File: src/sv/sgm_pkg.sv
package sgm_pkg;

    localparam int PIXEL_W = 8;
    localparam int CFG_W   = 16;
    localparam int WIDTH_W = 12;
    localparam int HEIGHT_W = 16;
    localparam int GRAD_W  = 11;   // |gx|,|gy| <= 1020
    localparam int SQ_W    = 21;   // gx^2+gy^2 <= 2080800

    localparam logic [0:0] REG_WIDTH  = 1'b0;
    localparam logic [0:0] REG_HEIGHT = 1'b1;

    // Commands from the controller to the datapath.
    typedef struct packed {
        logic load;       // capture the accepted pixel and window step
        logic emit;       // the accepted pixel completes an interior window
        logic last;       // that window is the last one of the frame
        logic sqrt_start; // start the square root on the captured sums
        logic sqrt_step;  // one iteration of the square root
    } sgm_cmd_t;

    typedef struct packed {
        logic sqrt_done;
    } sgm_stat_t;

endpackage

File: src/sv/sgm_ctrl.sv
module sgm_ctrl #(
    parameter int COL_W = 11
) (
    input  logic                     clk,
    input  logic                     rst_n,
    input  logic                     pixel_valid,
    output logic                     pixel_ready,
    input  logic                     out_busy,
    input  logic [COL_W-1:0]         last_col,
    input  logic [15:0]              last_row,
    input  logic                     restart,
    input  sgm_pkg::sgm_stat_t       stat,
    output sgm_pkg::sgm_cmd_t        cmd,
    output logic [COL_W-1:0]         col,
    output logic [COL_W-1:0]         rd_col
);
    import sgm_pkg::*;

    localparam logic [0:0] ST_IDLE = 1'b0;
    localparam logic [0:0] ST_ROOT = 1'b1;

    logic [0:0]       state_reg, state_next;
    logic [COL_W-1:0] col_reg, col_next;
    logic [15:0]      row_reg, row_next;
    logic             accept, interior;
    logic [COL_W-1:0] c_eff;
    logic [15:0]      r_eff;

    assign pixel_ready = (state_reg == ST_IDLE);
    assign accept      = pixel_valid && pixel_ready;
    assign c_eff       = (col_reg > last_col) ? last_col : col_reg;
    assign r_eff       = (row_reg > last_row) ? last_row : row_reg;
    assign interior    = (r_eff >= 16'd2) && (c_eff >= COL_W'(2));
    assign col         = c_eff;
    // The line stores are read ahead, at the column of the next pixel.
    assign rd_col      = col_next;

    always_comb
    begin
        state_next = state_reg;
        col_next   = col_reg;
        row_next   = row_reg;
        cmd        = '0;
        unique case (state_reg)
            ST_IDLE:
            begin
                if (accept)
                begin
                    cmd.load = 1'b1;
                    cmd.emit = interior;
                    cmd.last = (r_eff == last_row) && (c_eff == last_col);
                    if (interior)
                        state_next = ST_ROOT;
                    if (c_eff == last_col)
                    begin
                        col_next = '0;
                        row_next = (r_eff == last_row) ? 16'd0 : r_eff + 16'd1;
                    end
                    else
                    begin
                        col_next = c_eff + COL_W'(1);
                        row_next = r_eff;
                    end
                end
            end
            ST_ROOT:
            begin
                // The last step writes the output register, so it waits
                // until the previous result has left.
                if (stat.sqrt_done)
                begin
                    if (!out_busy)
                    begin
                        cmd.sqrt_step = 1'b1;
                        state_next    = ST_IDLE;
                    end
                end
                else
                begin
                    cmd.sqrt_step = 1'b1;
                end
            end
        endcase
        cmd.sqrt_start = (state_reg == ST_IDLE) && accept && interior;
        if (restart)
        begin
            col_next = '0;
            row_next = '0;
        end
    end

    always_ff @(posedge clk or negedge rst_n)
    begin
        if (!rst_n)
        begin
            state_reg <= ST_IDLE;
            col_reg   <= '0;
            row_reg   <= '0;
        end
        else
        begin
            state_reg <= state_next;
            col_reg   <= col_next;
            row_reg   <= row_next;
        end
    end

    a_col_bound: assert property (@(posedge clk) disable iff (!rst_n)
        col_reg <= last_col)
        else $error("column out of range");
    a_ready_only_idle: assert property (@(posedge clk) disable iff (!rst_n)
        pixel_ready |-> state_reg == ST_IDLE)
        else $error("ready outside idle");
    a_start_enters_root: assert property (@(posedge clk) disable iff (!rst_n)
        cmd.sqrt_start |=> state_reg == ST_ROOT)
        else $error("square root not started");

endmodule

File: config.mk
export PLATFORM = sky130hd
export DESIGN_NAME = sgm_ctrl
export DESIGN_NICKNAME = d
export VERILOG_FILES = /design/src/sv/sgm_pkg.sv /design/src/sv/sgm_ctrl.sv
export SDC_FILE = /design/constraint.sdc
export NUM_CORES = 1
export LEC_CHECK = 0
export ABC_AREA = 1
export BUFFER_PORTS_ARGS = -buffer_cell sky130_fd_sc_hd__clkbuf_2
export CORE_UTILIZATION = 54
export CTS_BUF_LIST = sky130_fd_sc_hd__clkbuf_2
export DETAILED_ROUTE_END_ITERATION = 8
export HOLD_SLACK_MARGIN = 0.1
export PLACE_DENSITY = 0.81
export SLEW_MARGIN = 25
export SYNTH_ARGS = -nofsm -noshare
export SYNTH_HDL_FRONTEND = slang
export SYNTH_SLANG_ARGS = --single-unit
File: constraint.sdc
create_clock -name clk -period 4.97 [get_ports clk]
set_input_delay 0.994 -clock clk [delete_from_list [all_inputs] [get_ports clk]]
set_output_delay 0.994 -clock clk [all_outputs]
set_load 0.005 [all_outputs]
Word level (Yosys, flattened, before mapping)

Cells that the tools add are included.

Magnitude comparators: 4
$add $sub $neg: 2
Muxes and demuxes: 21
Bitwise gates (word level): 1
Reductions and logical operators: 7
Eq/ne operators: 3

Operators with widths:

| operator                                              | count |
|---|---|
| 2-to-1 mux 16 bit                                     | 6 |
| 2-to-1 mux 11 bit                                     | 5 |
| adder 16 x 1 -> 16 bit (second input constant)        | 1 |
| == test 16 bit                                        | 1 |
| >= comparator 16 x 2 -> 1 bit (second input constant) | 1 |
| greater-than comparator 16 bit                        | 1 |
| adder 11 x 1 -> 11 bit (second input constant)        | 1 |
| == test 11 bit                                        | 1 |
| >= comparator 11 x 2 -> 1 bit (second input constant) | 1 |
| greater-than comparator 11 bit                        | 1 |
| 2-to-1 mux 1 bit                                      | 7 |
| 2-to-1 mux 3 bit                                      | 2 |
| logical AND 1 bit                                     | 5 |
| != test 2 bit (second input constant)                 | 1 |
| case mux 1 bit (2 select lines)                       | 1 |
| AND reduction 2 bit                                   | 1 |
| nonzero test 2 bit                                    | 1 |
| inverter 1 bit                                        | 1 |

Register bits after elaboration: 28
Input bits: 33
Logic and storage cells: 41
Output and inout bits: 28

Depth between registers and ports, before layout

Gate-level depths: netlist of run 1.

Depth after elaboration: 8
Gate-level depth with buffers: 26
Depth with buffers taken out: 25

Worst setup path after synthesis of run 1

OpenSTA, ideal clock, no wires.

Path kind: input to output
Start point: in last_col[6]
End point: out rd_col[6]
Buffers on the path: 2
Slack: 739 ps
Arrival time: 3237 ps
Required time: 3976 ps
Stages: 18
Cells stage by stage: inv_1 > ha_1 > nand2_1 > inv_1 > nand2_1 > nor2_4 > nand2_2 > nand3_2 > nand2_2 > buf_6 > buf_6 > o21ai_1 > ha_1 > nand2_1 > nor2_2 > nand3_1 > xor2_1 > o22ai_1

Cells in the longest elaborated chain, start to end: 7
Elaborated cells between the ends (all ways): 8
Those cells by class: 1 x add/sub; 1 x order compare; 1 x eq/ne; 5 x mux

Ends and longest elaborated chain:

| what                                                     | RTL line                       | RTL |
|---|---|---|
| start: declaration                                       | sgm_ctrl.sv:9                  | `input logic [COL_W-1:0] last_col,` |
| greater-than comparator 11 bit (*)                       | sgm_ctrl.sv:31                 | `assign c_eff = (col_reg > last_col) ? last_col : col_reg;` |
| 2-to-1 mux 11 bit (*)                                    | sgm_ctrl.sv:31                 |  |
| via col[1]                                               | sgm_ctrl.sv:14                 | `output logic [COL_W-1:0] col,` |
| adder 11 x 1 -> 11 bit or == test 11 bit (tied branches) | sgm_ctrl.sv:61, sgm_ctrl.sv:54 |  |
| 2-to-1 mux 11 bit (*)                                    | sgm_ctrl.sv:54                 | `if (c_eff == last_col)` |
| 2-to-1 mux 11 bit (*)                                    | sgm_ctrl.sv:47                 | `if (accept)` |
| 2-to-1 mux 11 bit (*)                                    | sgm_ctrl.sv:44                 | `unique case (state_reg)` |
| 2-to-1 mux 11 bit (*)                                    | sgm_ctrl.sv:85                 | `if (restart)` |
| end: declaration                                         | sgm_ctrl.sv:15                 | `output logic [COL_W-1:0] rd_col` |

Mark *: on every way through the listed nets, which the timed path passes. The rest lies on a longest branch.

==> impl_metrics.yaml, run 1 <==
placed_design:
  numPortBuffers: 60
  placed_area_um2: 3920
  gpl.final_weighted_congestion: 0.921
  dp_hpwl_um: 7400
clock_network:
  cts_made_buffers: 3
  htree_num_levels: 1
  tritoncts: "built"
  clock-root-buffer: "clkbuf_2"
  cts_num_sinks: 28
  clk_transition_reported_paths_ns: 0.28
  clock_latency_late_sink_ns: 0.39
  cts_hold_buf: 0
  clock_tree.buffer_depth: 2
synthesis:
  post_synth.cell_area_avg_um2: 6.20
  synth_ff_type: "dfrtp_1"
  edff_count_synth: 0
  post_synth_instance_area_um2: 3570
  synth_warn: 0
  netlist_instances: 576
  synth.yosys.seq_area_share: 0.196
  yosysUniqueCellTypes: 36
  syn-num-nets: 640
  ys_ff_latch: 28
  asyncSetResetFlopFracSynth: 1.00
power_and_ir_drop:
  internal_power_w: 0.000284
  clock_power_share: 0.216
  vdd_ir_drop_max_mv: 0.116
  power.share.combinational: 0.240
  static_leakage_nw: 2.23
  powerDensity_nw_per_um2: 108
  net-switching-power_w: 0.000143
  swShare: 0.335
  share_seq_of_total_power: 0.544
drt:
  drt_first_iter_violations: 214
  met2_wirelength_um: 4170
  route.met3.wl_um: 556
  routed_wirelength_um: 9200
  detailedRoute.firstPassIterationCount: 5
  vias_per_std_cell: 5.46
  wirelength_met1_um: 4370
  vias: 3881
  route.detailed.wl_per_inst_um: 12.9
  remaining_drc_errors: 0
  route.antenna.remaining_nets: 0
  highest-signal-layer: "met4"
sta:
  max_clock_freq_mhz: 214
  unrepaired_setup_endpoints_after_global_routing: "false"
  finClkSkew_ns: 0.0205
  slew_violations: 0
  setup_viol: 0
  tightest_slew_ns: 0.782
  finalWorstPathRequiredPeriod_ns: 4.68
  setup_tns_ns: 0
  final_min_period_over_clock_period: 0.941
  slew_headroom: 0.479
  report.final.hold_viol_count: 0
critical_path:
  setup.worst_path.start_class: "input port"
  timing.critical_path.slowest_stage_cell: "ha_1"
  arrival_ns: 3.68
  critical_path.max_stage_delay_ns: 0.32
  critPathRequiredTime_ns: 3.98
  timing_worst_setup_path_type: "input port to output port"
  cp_max_fo: 39
  critical_path.endpoint_type: "output port"
  timing.critical_path.cells: "clkbuf_2, inv_1, ha_1, nand4_1, nor3_4, nand2_1, nand2_4, nand2_8, buf_4, nand2_1, nand2_2, inv_1, nand4_1, nor3_1, nand3_1, nand3_1, inv_1, clkbuf_2"
  most_common_cell_type_on_the_critical_path: "inv_1"
floorplan:
  dieArea_um2: 6940
  fp.dieW_um: 83.3
  initial_utilization: 0.563
  floorplan.io_pins: 61
  die_height_um: 83.3
  floorplan.rows: 29
  total_core_area_um2: 6350
final_layout:
  drive_gt1_frac: 0.170
  finalInstanceArea_um2: 3950
  mostFrequentLayoutCell: "nand2_1"
  nFillCells: 619
  largest_register_ff_count: 16
  antenna_cells_inserted: 0
  post-route-util: 0.623
  commonest_cells_after_routing_fill_and_taps_aside: "nand2_1 (172), inv_1 (93), nand3_1 (67)"
  final-seq-area_um2: 701
  syn_to_final_growth_pct: 10.7
  finish.net_count: 700
  multi_input_area_um2: 2420
outcome:
  run_status: "finished clean"
grt:
  grt_pass1_vias: 3618
  globalRouteOverflowTotal: 0
  grt_first_pass_wirelength_um: 15800
  antenna_found_initial: 0
  maximum_number_of_pins_on_one_net_before_global_route_repair: 40
  grt_use_total: 0.274
worst_hold_path:
  hold_path_class: "flip-flop to flip-flop"
job:
  drv_cap: 0
## kinds of logic (layout without fill, tap and decap cells)
logic type               after synthesis  count (layout)  share of synthesized area
flip-flops                            28              28                      0.196
adder cells (fa/ha/maj)               31              31                      0.109
AO/OA/AOI/OAI                         66              66                      0.113
XOR/XNOR                              10              10                     0.0245
buffers and inverters                108             166                      0.127
AND/OR/NAND/NOR                      333             333                      0.430
## routing by layer
| metal | track usage | vias to the layer above |
|---|---|---|
| met2 | 0.467 | 143 |
| met4 | 0.0674 | 0 |
| met5 | 0 | - |
| met3 | 0.0358 | 10 |
| li1 | - | 1971 |
| met1 | 0.366 | 1757 |
## Yosys cell counts, types with 7 or more instances
master	n	area (um2)
nand2_1	172	646
inv_1	93	349
nand3_1	67	335
nor2_1	40	150
ha_1	31	388
dfrtp_1	28	701
o21ai_0	16	80.1
o21ai_1	14	70.1
a21oi_1	13	65.1
nand3b_1	12	90.1
o22ai_1	9	56.3
nand2_2	8	50.1
xor2_1	8	70.1
nand4_1	7	43.8
## path summary, 6_finish.rpt
check	to	startpoint	cells past startpoint	slack (ns)
max	cmd[3]	last_row[11]	18	0.29
min	state_reg	state_reg	2	0.56
max reg2reg	row_reg[15]	row_reg[11]	17	1.51
min reg2reg	state_reg	state_reg	2	0.56
max in group asynchronous	col_reg[10]	rst_n	1	3.87
min in group asynchronous	row_reg[4]	rst_n	1	0.61
## what timing repair did
item	4_1_cts	5_1_grt
buffers inserted	0	1
setup endpoints to repair	0	2
gates resized for setup	0	1
## power groups by stage
stage / combinational [W] / clock [W] / sequential [W]
5_1_grt: 0.000116 / 0.000103 / 0.000232
2_1_floorplan: 0.0000585 / 0 / 0.000235
6_report: 0.000102 / 0.0000921 / 0.000232
3_3_place_gp: 0.0000984 / 0 / 0.000235
4_1_cts: 0.000102 / 0.0000935 / 0.000232
3_5_place_dp: 0.000101 / 0 / 0.000235
## cell type report
| type | count | area share |
|---|---|---|
| multi-input cells | 440 | 0.613 |
| flip-flops and latches | 28 | 0.177 |
| repair buffers | 68 | 0.0911 |
| inverters | 95 | 0.0902 |
| well taps | 77 | 0.0244 |
| clock buffers | 3 | 0.00380 |
## metrics by stage
stage	hold slack (ns)	cells	worst slack (ns)	power, W
after floorplan	0.471	576	0.739	0.000293
final	0.563	711	0.292	0.000426
after CTS	0.574	710	0.175	0.000427
after global placement	0.490	707	0.221	0.000334
after detailed placement	0.513	707	0.177	0.000337
after global routing	0.612	711	0.0287	0.000451
## worst max-delay path: cells and delay by family
family,cells,cell delay [ns]
simple gates,11,1.69
fa+ha+maj,1,0.32
buf+inv,6,0.68
Note: power is estimated with default switching activity, not from simulation.
==> run 2, diff against run 1 <==
- CORE_UTILIZATION: 54 -> 40
- PLACE_DENSITY: 0.81 -> 0.64
==> impl_metrics.yaml, run 2 (same netlist as run 1, synthesis figures left out) <==
grt:
  grt_use_total: 0.213
  grt_first_pass_wirelength_um: 15400
  globalRouteOverflowTotal: 0
  antenna_found_initial: 0
  maximum_number_of_pins_on_one_net_before_global_route_repair: 29
  grt_pass1_vias: 3346
clock_network:
  post_cts.repair.setup_buffers: 0
  cts_hold_buf: 0
  cts_made_buffers: 3
  cts.repair.resized: 0
  clock_tree.buffer_depth: 2
  tritoncts: "built"
  cts_num_sinks: 28
  clock_latency_late_sink_ns: 0.39
  htree_num_levels: 1
  clk_transition_reported_paths_ns: 0.30
  clock-root-buffer: "clkbuf_2"
final_layout:
  syn_to_final_growth_pct: 11.6
  layoutNonFillerInstCount: 742
  finish.net_count: 700
  mostFrequentLayoutCell: "nand2_1"
  largest_register_ff_count: 16
  drive_gt1_frac: 0.172
  finalInstanceArea_um2: 3990
  commonest_cells_after_routing_fill_and_taps_aside: "nand2_1 (172), inv_1 (93), nand3_1 (67)"
  antenna_cells_inserted: 0
outcome:
  run_status: "finished clean"
floorplan:
  floorplan.rows: 34
  total_core_area_um2: 8680
  floorplan.io_pins: 61
  die_height_um: 96.5
  fp.dieW_um: 96.5
  dieArea_um2: 9310
  initial_utilization: 0.412
sta:
  max_clock_freq_mhz: 213
  unrepaired_setup_endpoints_after_global_routing: "false"
  report.final.hold_viol_count: 0
  finClkSkew_ns: 0.00726
  setup_tns_ns: 0
  slew_violations: 0
  worst_case_hold_slack_ns: 0.550
  finalWorstPathRequiredPeriod_ns: 4.69
  tightest_slew_ns: 0.802
  final_min_period_over_clock_period: 0.944
  setup_viol: 0
  slew_headroom: 0.465
worst_hold_path:
  hold_path_class: "flip-flop to flip-flop"
  worstHoldPathCells: 2
critical_path:
  timing_worst_setup_path_type: "input port to output port"
  critPathRequiredTime_ns: 3.98
  timing.reg2reg.worst_path_depth: 19
  critical_path.endpoint_type: "output port"
  arrival_ns: 3.70
  setup.worst_path.start_class: "input port"
  cp_max_fo: 24
job:
  drv_cap: 0
drt:
  detailedRoute.firstPassIterationCount: 4
  vias: 3681
  drt_first_iter_violations: 181
  highest-signal-layer: "met4"
  met2_wirelength_um: 4240
  route.detailed.wl_per_inst_um: 12.7
  wirelength_met1_um: 4670
  route.antenna.remaining_nets: 0
  routed_wirelength_um: 9400
  remaining_drc_errors: 0
  vias_per_std_cell: 4.96
  route.met3.wl_um: 427
placed_design:
  gpl.final_weighted_congestion: 0.873
  numPortBuffers: 60
  place_inst: 739
  dp_hpwl_um: 7620
  placed_area_um2: 3970
power_and_ir_drop:
  powerDensity_nw_per_um2: 107
  static_leakage_nw: 2.22
  vdd_ir_drop_max_mv: 0.0788
-- run 2: changes by cell type in the layout (fill, tap and decap cells not counted) --
| cell | previous run | this run |
|---|---|---|
| nand2_4 | 1 | 2 |
| o21ai_1 | 14 | 13 |
| o21ai_2 | 6 | 7 |
| nand2_8 | 1 | 0 |
-- run 2: where the power goes --
part / internal [W] / switching, W / leakage (nW)
registers: 0.000230 / 0.00000162 / 0.390
logic: 0.0000364 / 0.0000661 / 1.82
clock network: 0.0000163 / 0.0000765 / 0.0125
total: 0.000283 / 0.000144 / 2.22
-- run 2: final cells by class --
cell class,count,area (um2)
Clock buffer,3,15.0
Multi-Input combinational cell,440,2420
Timing Repair Buffer,68,360
Tap cell,108,135
Sequential cell,28,701
Inverter,95,357
Fill cell,942,4690
-- run 2: path summary, 6_finish.rpt --
check	start	endpoint	slack [ns]
worst max-delay path	last_row[15]	cmd[3]	0.28
worst max register to register	row_reg[7]	row_reg[15]	1.62
max in group asynchronous	rst_n	col_reg[7]	3.86
worst min-delay path	state_reg	state_reg	0.55
worst min register to register	state_reg	state_reg	0.55
min in group asynchronous	rst_n	row_reg[8]	0.62
-- run 2: stage by stage --
stage                     power (W)  setup WS, ns   util
final                      0.000427         0.279  0.459
after global routing       0.000454       0.00147  0.459
after CTS                  0.000433         0.228  0.459
after detailed placement   0.000338         0.245  0.457
after global placement     0.000336         0.233  0.457
after floorplan            0.000293         0.739      -
-- run 2: routing by layer --
layer | up-vias | GRT usage
li1 | 1969 | -
met1 | 1633 | 0.302
met2 | 73 | 0.354
met3 | 6 | 0.0141
met4 | 0 | 0.0441
met5 | - | 0
-- run 2: critical path: stages --
cell      delay, ns
clkbuf_2       0.10
inv_1          0.06
ha_1           0.31
nand2_1        0.16
o21ai_0        0.14
a21oi_1        0.27
nand2_4        0.14
nand2_4        0.23
buf_4          0.29
inv_2          0.06
a21oi_2        0.25
nand2_1        0.08
nor3_1         0.19
nand3_1        0.14
nand3_1        0.14
inv_1          0.05
clkbuf_2       0.10
==> run 3, diff against run 2 <==
- CORE_ASPECT_RATIO: unset -> 1.5
==> impl_metrics.yaml, run 3 (same netlist as run 1, synthesis figures left out) <==
drt:
  remaining_drc_errors: 0
  route.antenna.remaining_nets: 0
  detailedRoute.firstPassIterationCount: 5
  vias: 3766
  route.detailed.wl_per_inst_um: 13.6
  drt_first_iter_violations: 172
  vias_per_std_cell: 5.07
  routed_wirelength_um: 10100
final_layout:
  final-seq-area_um2: 701
  mostFrequentLayoutCell: "nand2_1"
  finalInstanceArea_um2: 4010
  syn_to_final_growth_pct: 12.3
  commonest_cells_after_routing_fill_and_taps_aside: "nand2_1 (172), inv_1 (93), nand3_1 (67)"
  multi_input_area_um2: 2430
  antenna_cells_inserted: 0
  post-route-util: 0.471
  drive_gt1_frac: 0.173
  nFillCells: 952
  finish.net_count: 701
  largest_register_ff_count: 16
  layoutNonFillerInstCount: 743
critical_path:
  most_common_cell_type_on_the_critical_path: "nand2_1"
  arrival_ns: 3.62
  critical_path.top_delay_family: "simple AND/OR/NAND/NOR gates"
  timing.critical_path.cells: "clkbuf_2, inv_1, ha_1, nand2_1, inv_1, nand2_1, nor2_4, nand2_2, nand3_2, nand2_4, buf_4, buf_4, o21ai_4, nand2_2, nor2_2, nand3_2, nor2_2, a21oi_1, o21ai_1, nand2_1, clkbuf_2"
  critical_path.endpoint_type: "output port"
  worstPathBufferInverterCount: 6
  critical_path.max_stage_delay_ns: 0.31
  setup.worst_path.start_class: "input port"
  timing.critical_path.slowest_stage_cell: "ha_1"
  cp_max_fo: 19
  critPathRequiredTime_ns: 3.98
  timing_worst_setup_path_type: "input port to output port"
grt:
  grt_pass1_vias: 3798
  grt_use_total: 0.228
  grt_first_pass_wirelength_um: 17000
  antenna_found_initial: 0
  maximum_number_of_pins_on_one_net_before_global_route_repair: 50
  globalRouteOverflowTotal: 0
sta:
  finClkSkew_ns: 0.00898
  tightest_slew_ns: 0.788
  finalWorstPathRequiredPeriod_ns: 4.62
  report.final.hold_viol_count: 0
  unrepaired_setup_endpoints_after_global_routing: "false"
  slew_violations: 0
  setup_viol: 0
  slew_headroom: 0.475
  setup_tns_ns: 0
  final_min_period_over_clock_period: 0.929
  max_clock_freq_mhz: 217
placed_design:
  place_inst: 739
  dp_hpwl_um: 8390
  numPortBuffers: 60
  placed_area_um2: 3980
  gpl.final_weighted_congestion: 0.919
clock_network:
  cts.repair.resized: 0
  tritoncts: "built"
  clk_transition_reported_paths_ns: 0.29
  clock-root-buffer: "clkbuf_2"
  cts_num_sinks: 28
  post_cts.repair.setup_buffers: 0
  clock_tree.buffer_depth: 2
  htree_num_levels: 1
  cts_made_buffers: 3
  cts_hold_buf: 0
  clock_latency_late_sink_ns: 0.41
floorplan:
  initial_utilization: 0.419
  dieArea_um2: 9320
  die_height_um: 118
  total_core_area_um2: 8520
  floorplan.rows: 41
  floorplan.io_pins: 61
  fp.dieW_um: 79.2
worst_hold_path:
  hold_path_class: "flip-flop to flip-flop"
power_and_ir_drop:
  fin_total_pwr_w: 0.000430
  powerDensity_nw_per_um2: 107
  static_leakage_nw: 2.24
  vdd_ir_drop_max_mv: 0.0814
outcome:
  run_status: "finished clean"
job:
  drv_cap: 0
run 3: cell count changes in the layout (fill, tap and decap cells not counted), sizes merged:
cell    delta
clkinv     +1
buf        +1
run 3: final timing paths:
kind | startpoint | endpoint | slack, ns | cells past startpoint
max | last_col[6] | rd_col[10] | 0.35 | 21
max in group asynchronous | rst_n | row_reg[6] | 3.90 | 1
max reg2reg | row_reg[7] | row_reg[15] | 1.51 | 19
min | state_reg | state_reg | 0.56 | 2
min in group asynchronous | rst_n | col_reg[8] | 0.59 | 1
min reg2reg | state_reg | state_reg | 0.56 | 2
run 3: area by class of cell:
cell class | instances | area share
Inverter | 95 | 0.0889
Tap cell | 107 | 0.0334
Timing Repair Buffer | 69 | 0.0917
Clock inverter | 1 | 0.000936
Clock buffer | 3 | 0.00374
Multi-Input combinational cell | 440 | 0.607
Sequential cell | 28 | 0.175
run 3: layer usage:
metal,GRT usage,share of wire,vias to the layer above
li1,-,-,1981
met3,0.0178,0.026,11
met5,0,0,-
met2,0.470,0.57,64
met4,0.0602,0.021,0
met1,0.233,0.39,1710
run 3: metrics by stage:
step | hold WS [ns] | setup WS (ns)
after floorplan | 0.471 | 0.739
after global placement | 0.494 | 0.0890
after detailed placement | 0.503 | 0.103
after CTS | 0.561 | 0.0824
after global routing | 0.589 | 0.0655
final | 0.557 | 0.354
run 3: worst reg2reg max path, cell delays in order (launching register included):
cell and delay, ns:
dfrtp_1 0.49, ha_1 0.31, nand2_1 0.09, nor2_2 0.18
nand2_1 0.09, nand2_1 0.07, nand2_1 0.08, nand2_4 0.16
nand2_8 0.21, buf_4 0.24, nand3_1 0.07, nand2_1 0.06
nor2_1 0.09, nand2_1 0.08, nor2_1 0.24, nand3_1 0.15
nand2_1 0.38, inv_1 0.22, nand2_1 0.14, nand2_1 0.06
run 3: power breakdown:
part	switching (W)	total [W]	leakage, nW	internal, W
sequential	0.00000162	0.000232	0.390	0.000230
combinational	0.0000655	0.000102	1.83	0.0000364
clock	0.0000792	0.0000966	0.0140	0.0000174
total	0.000146	0.000430	2.24	0.000284
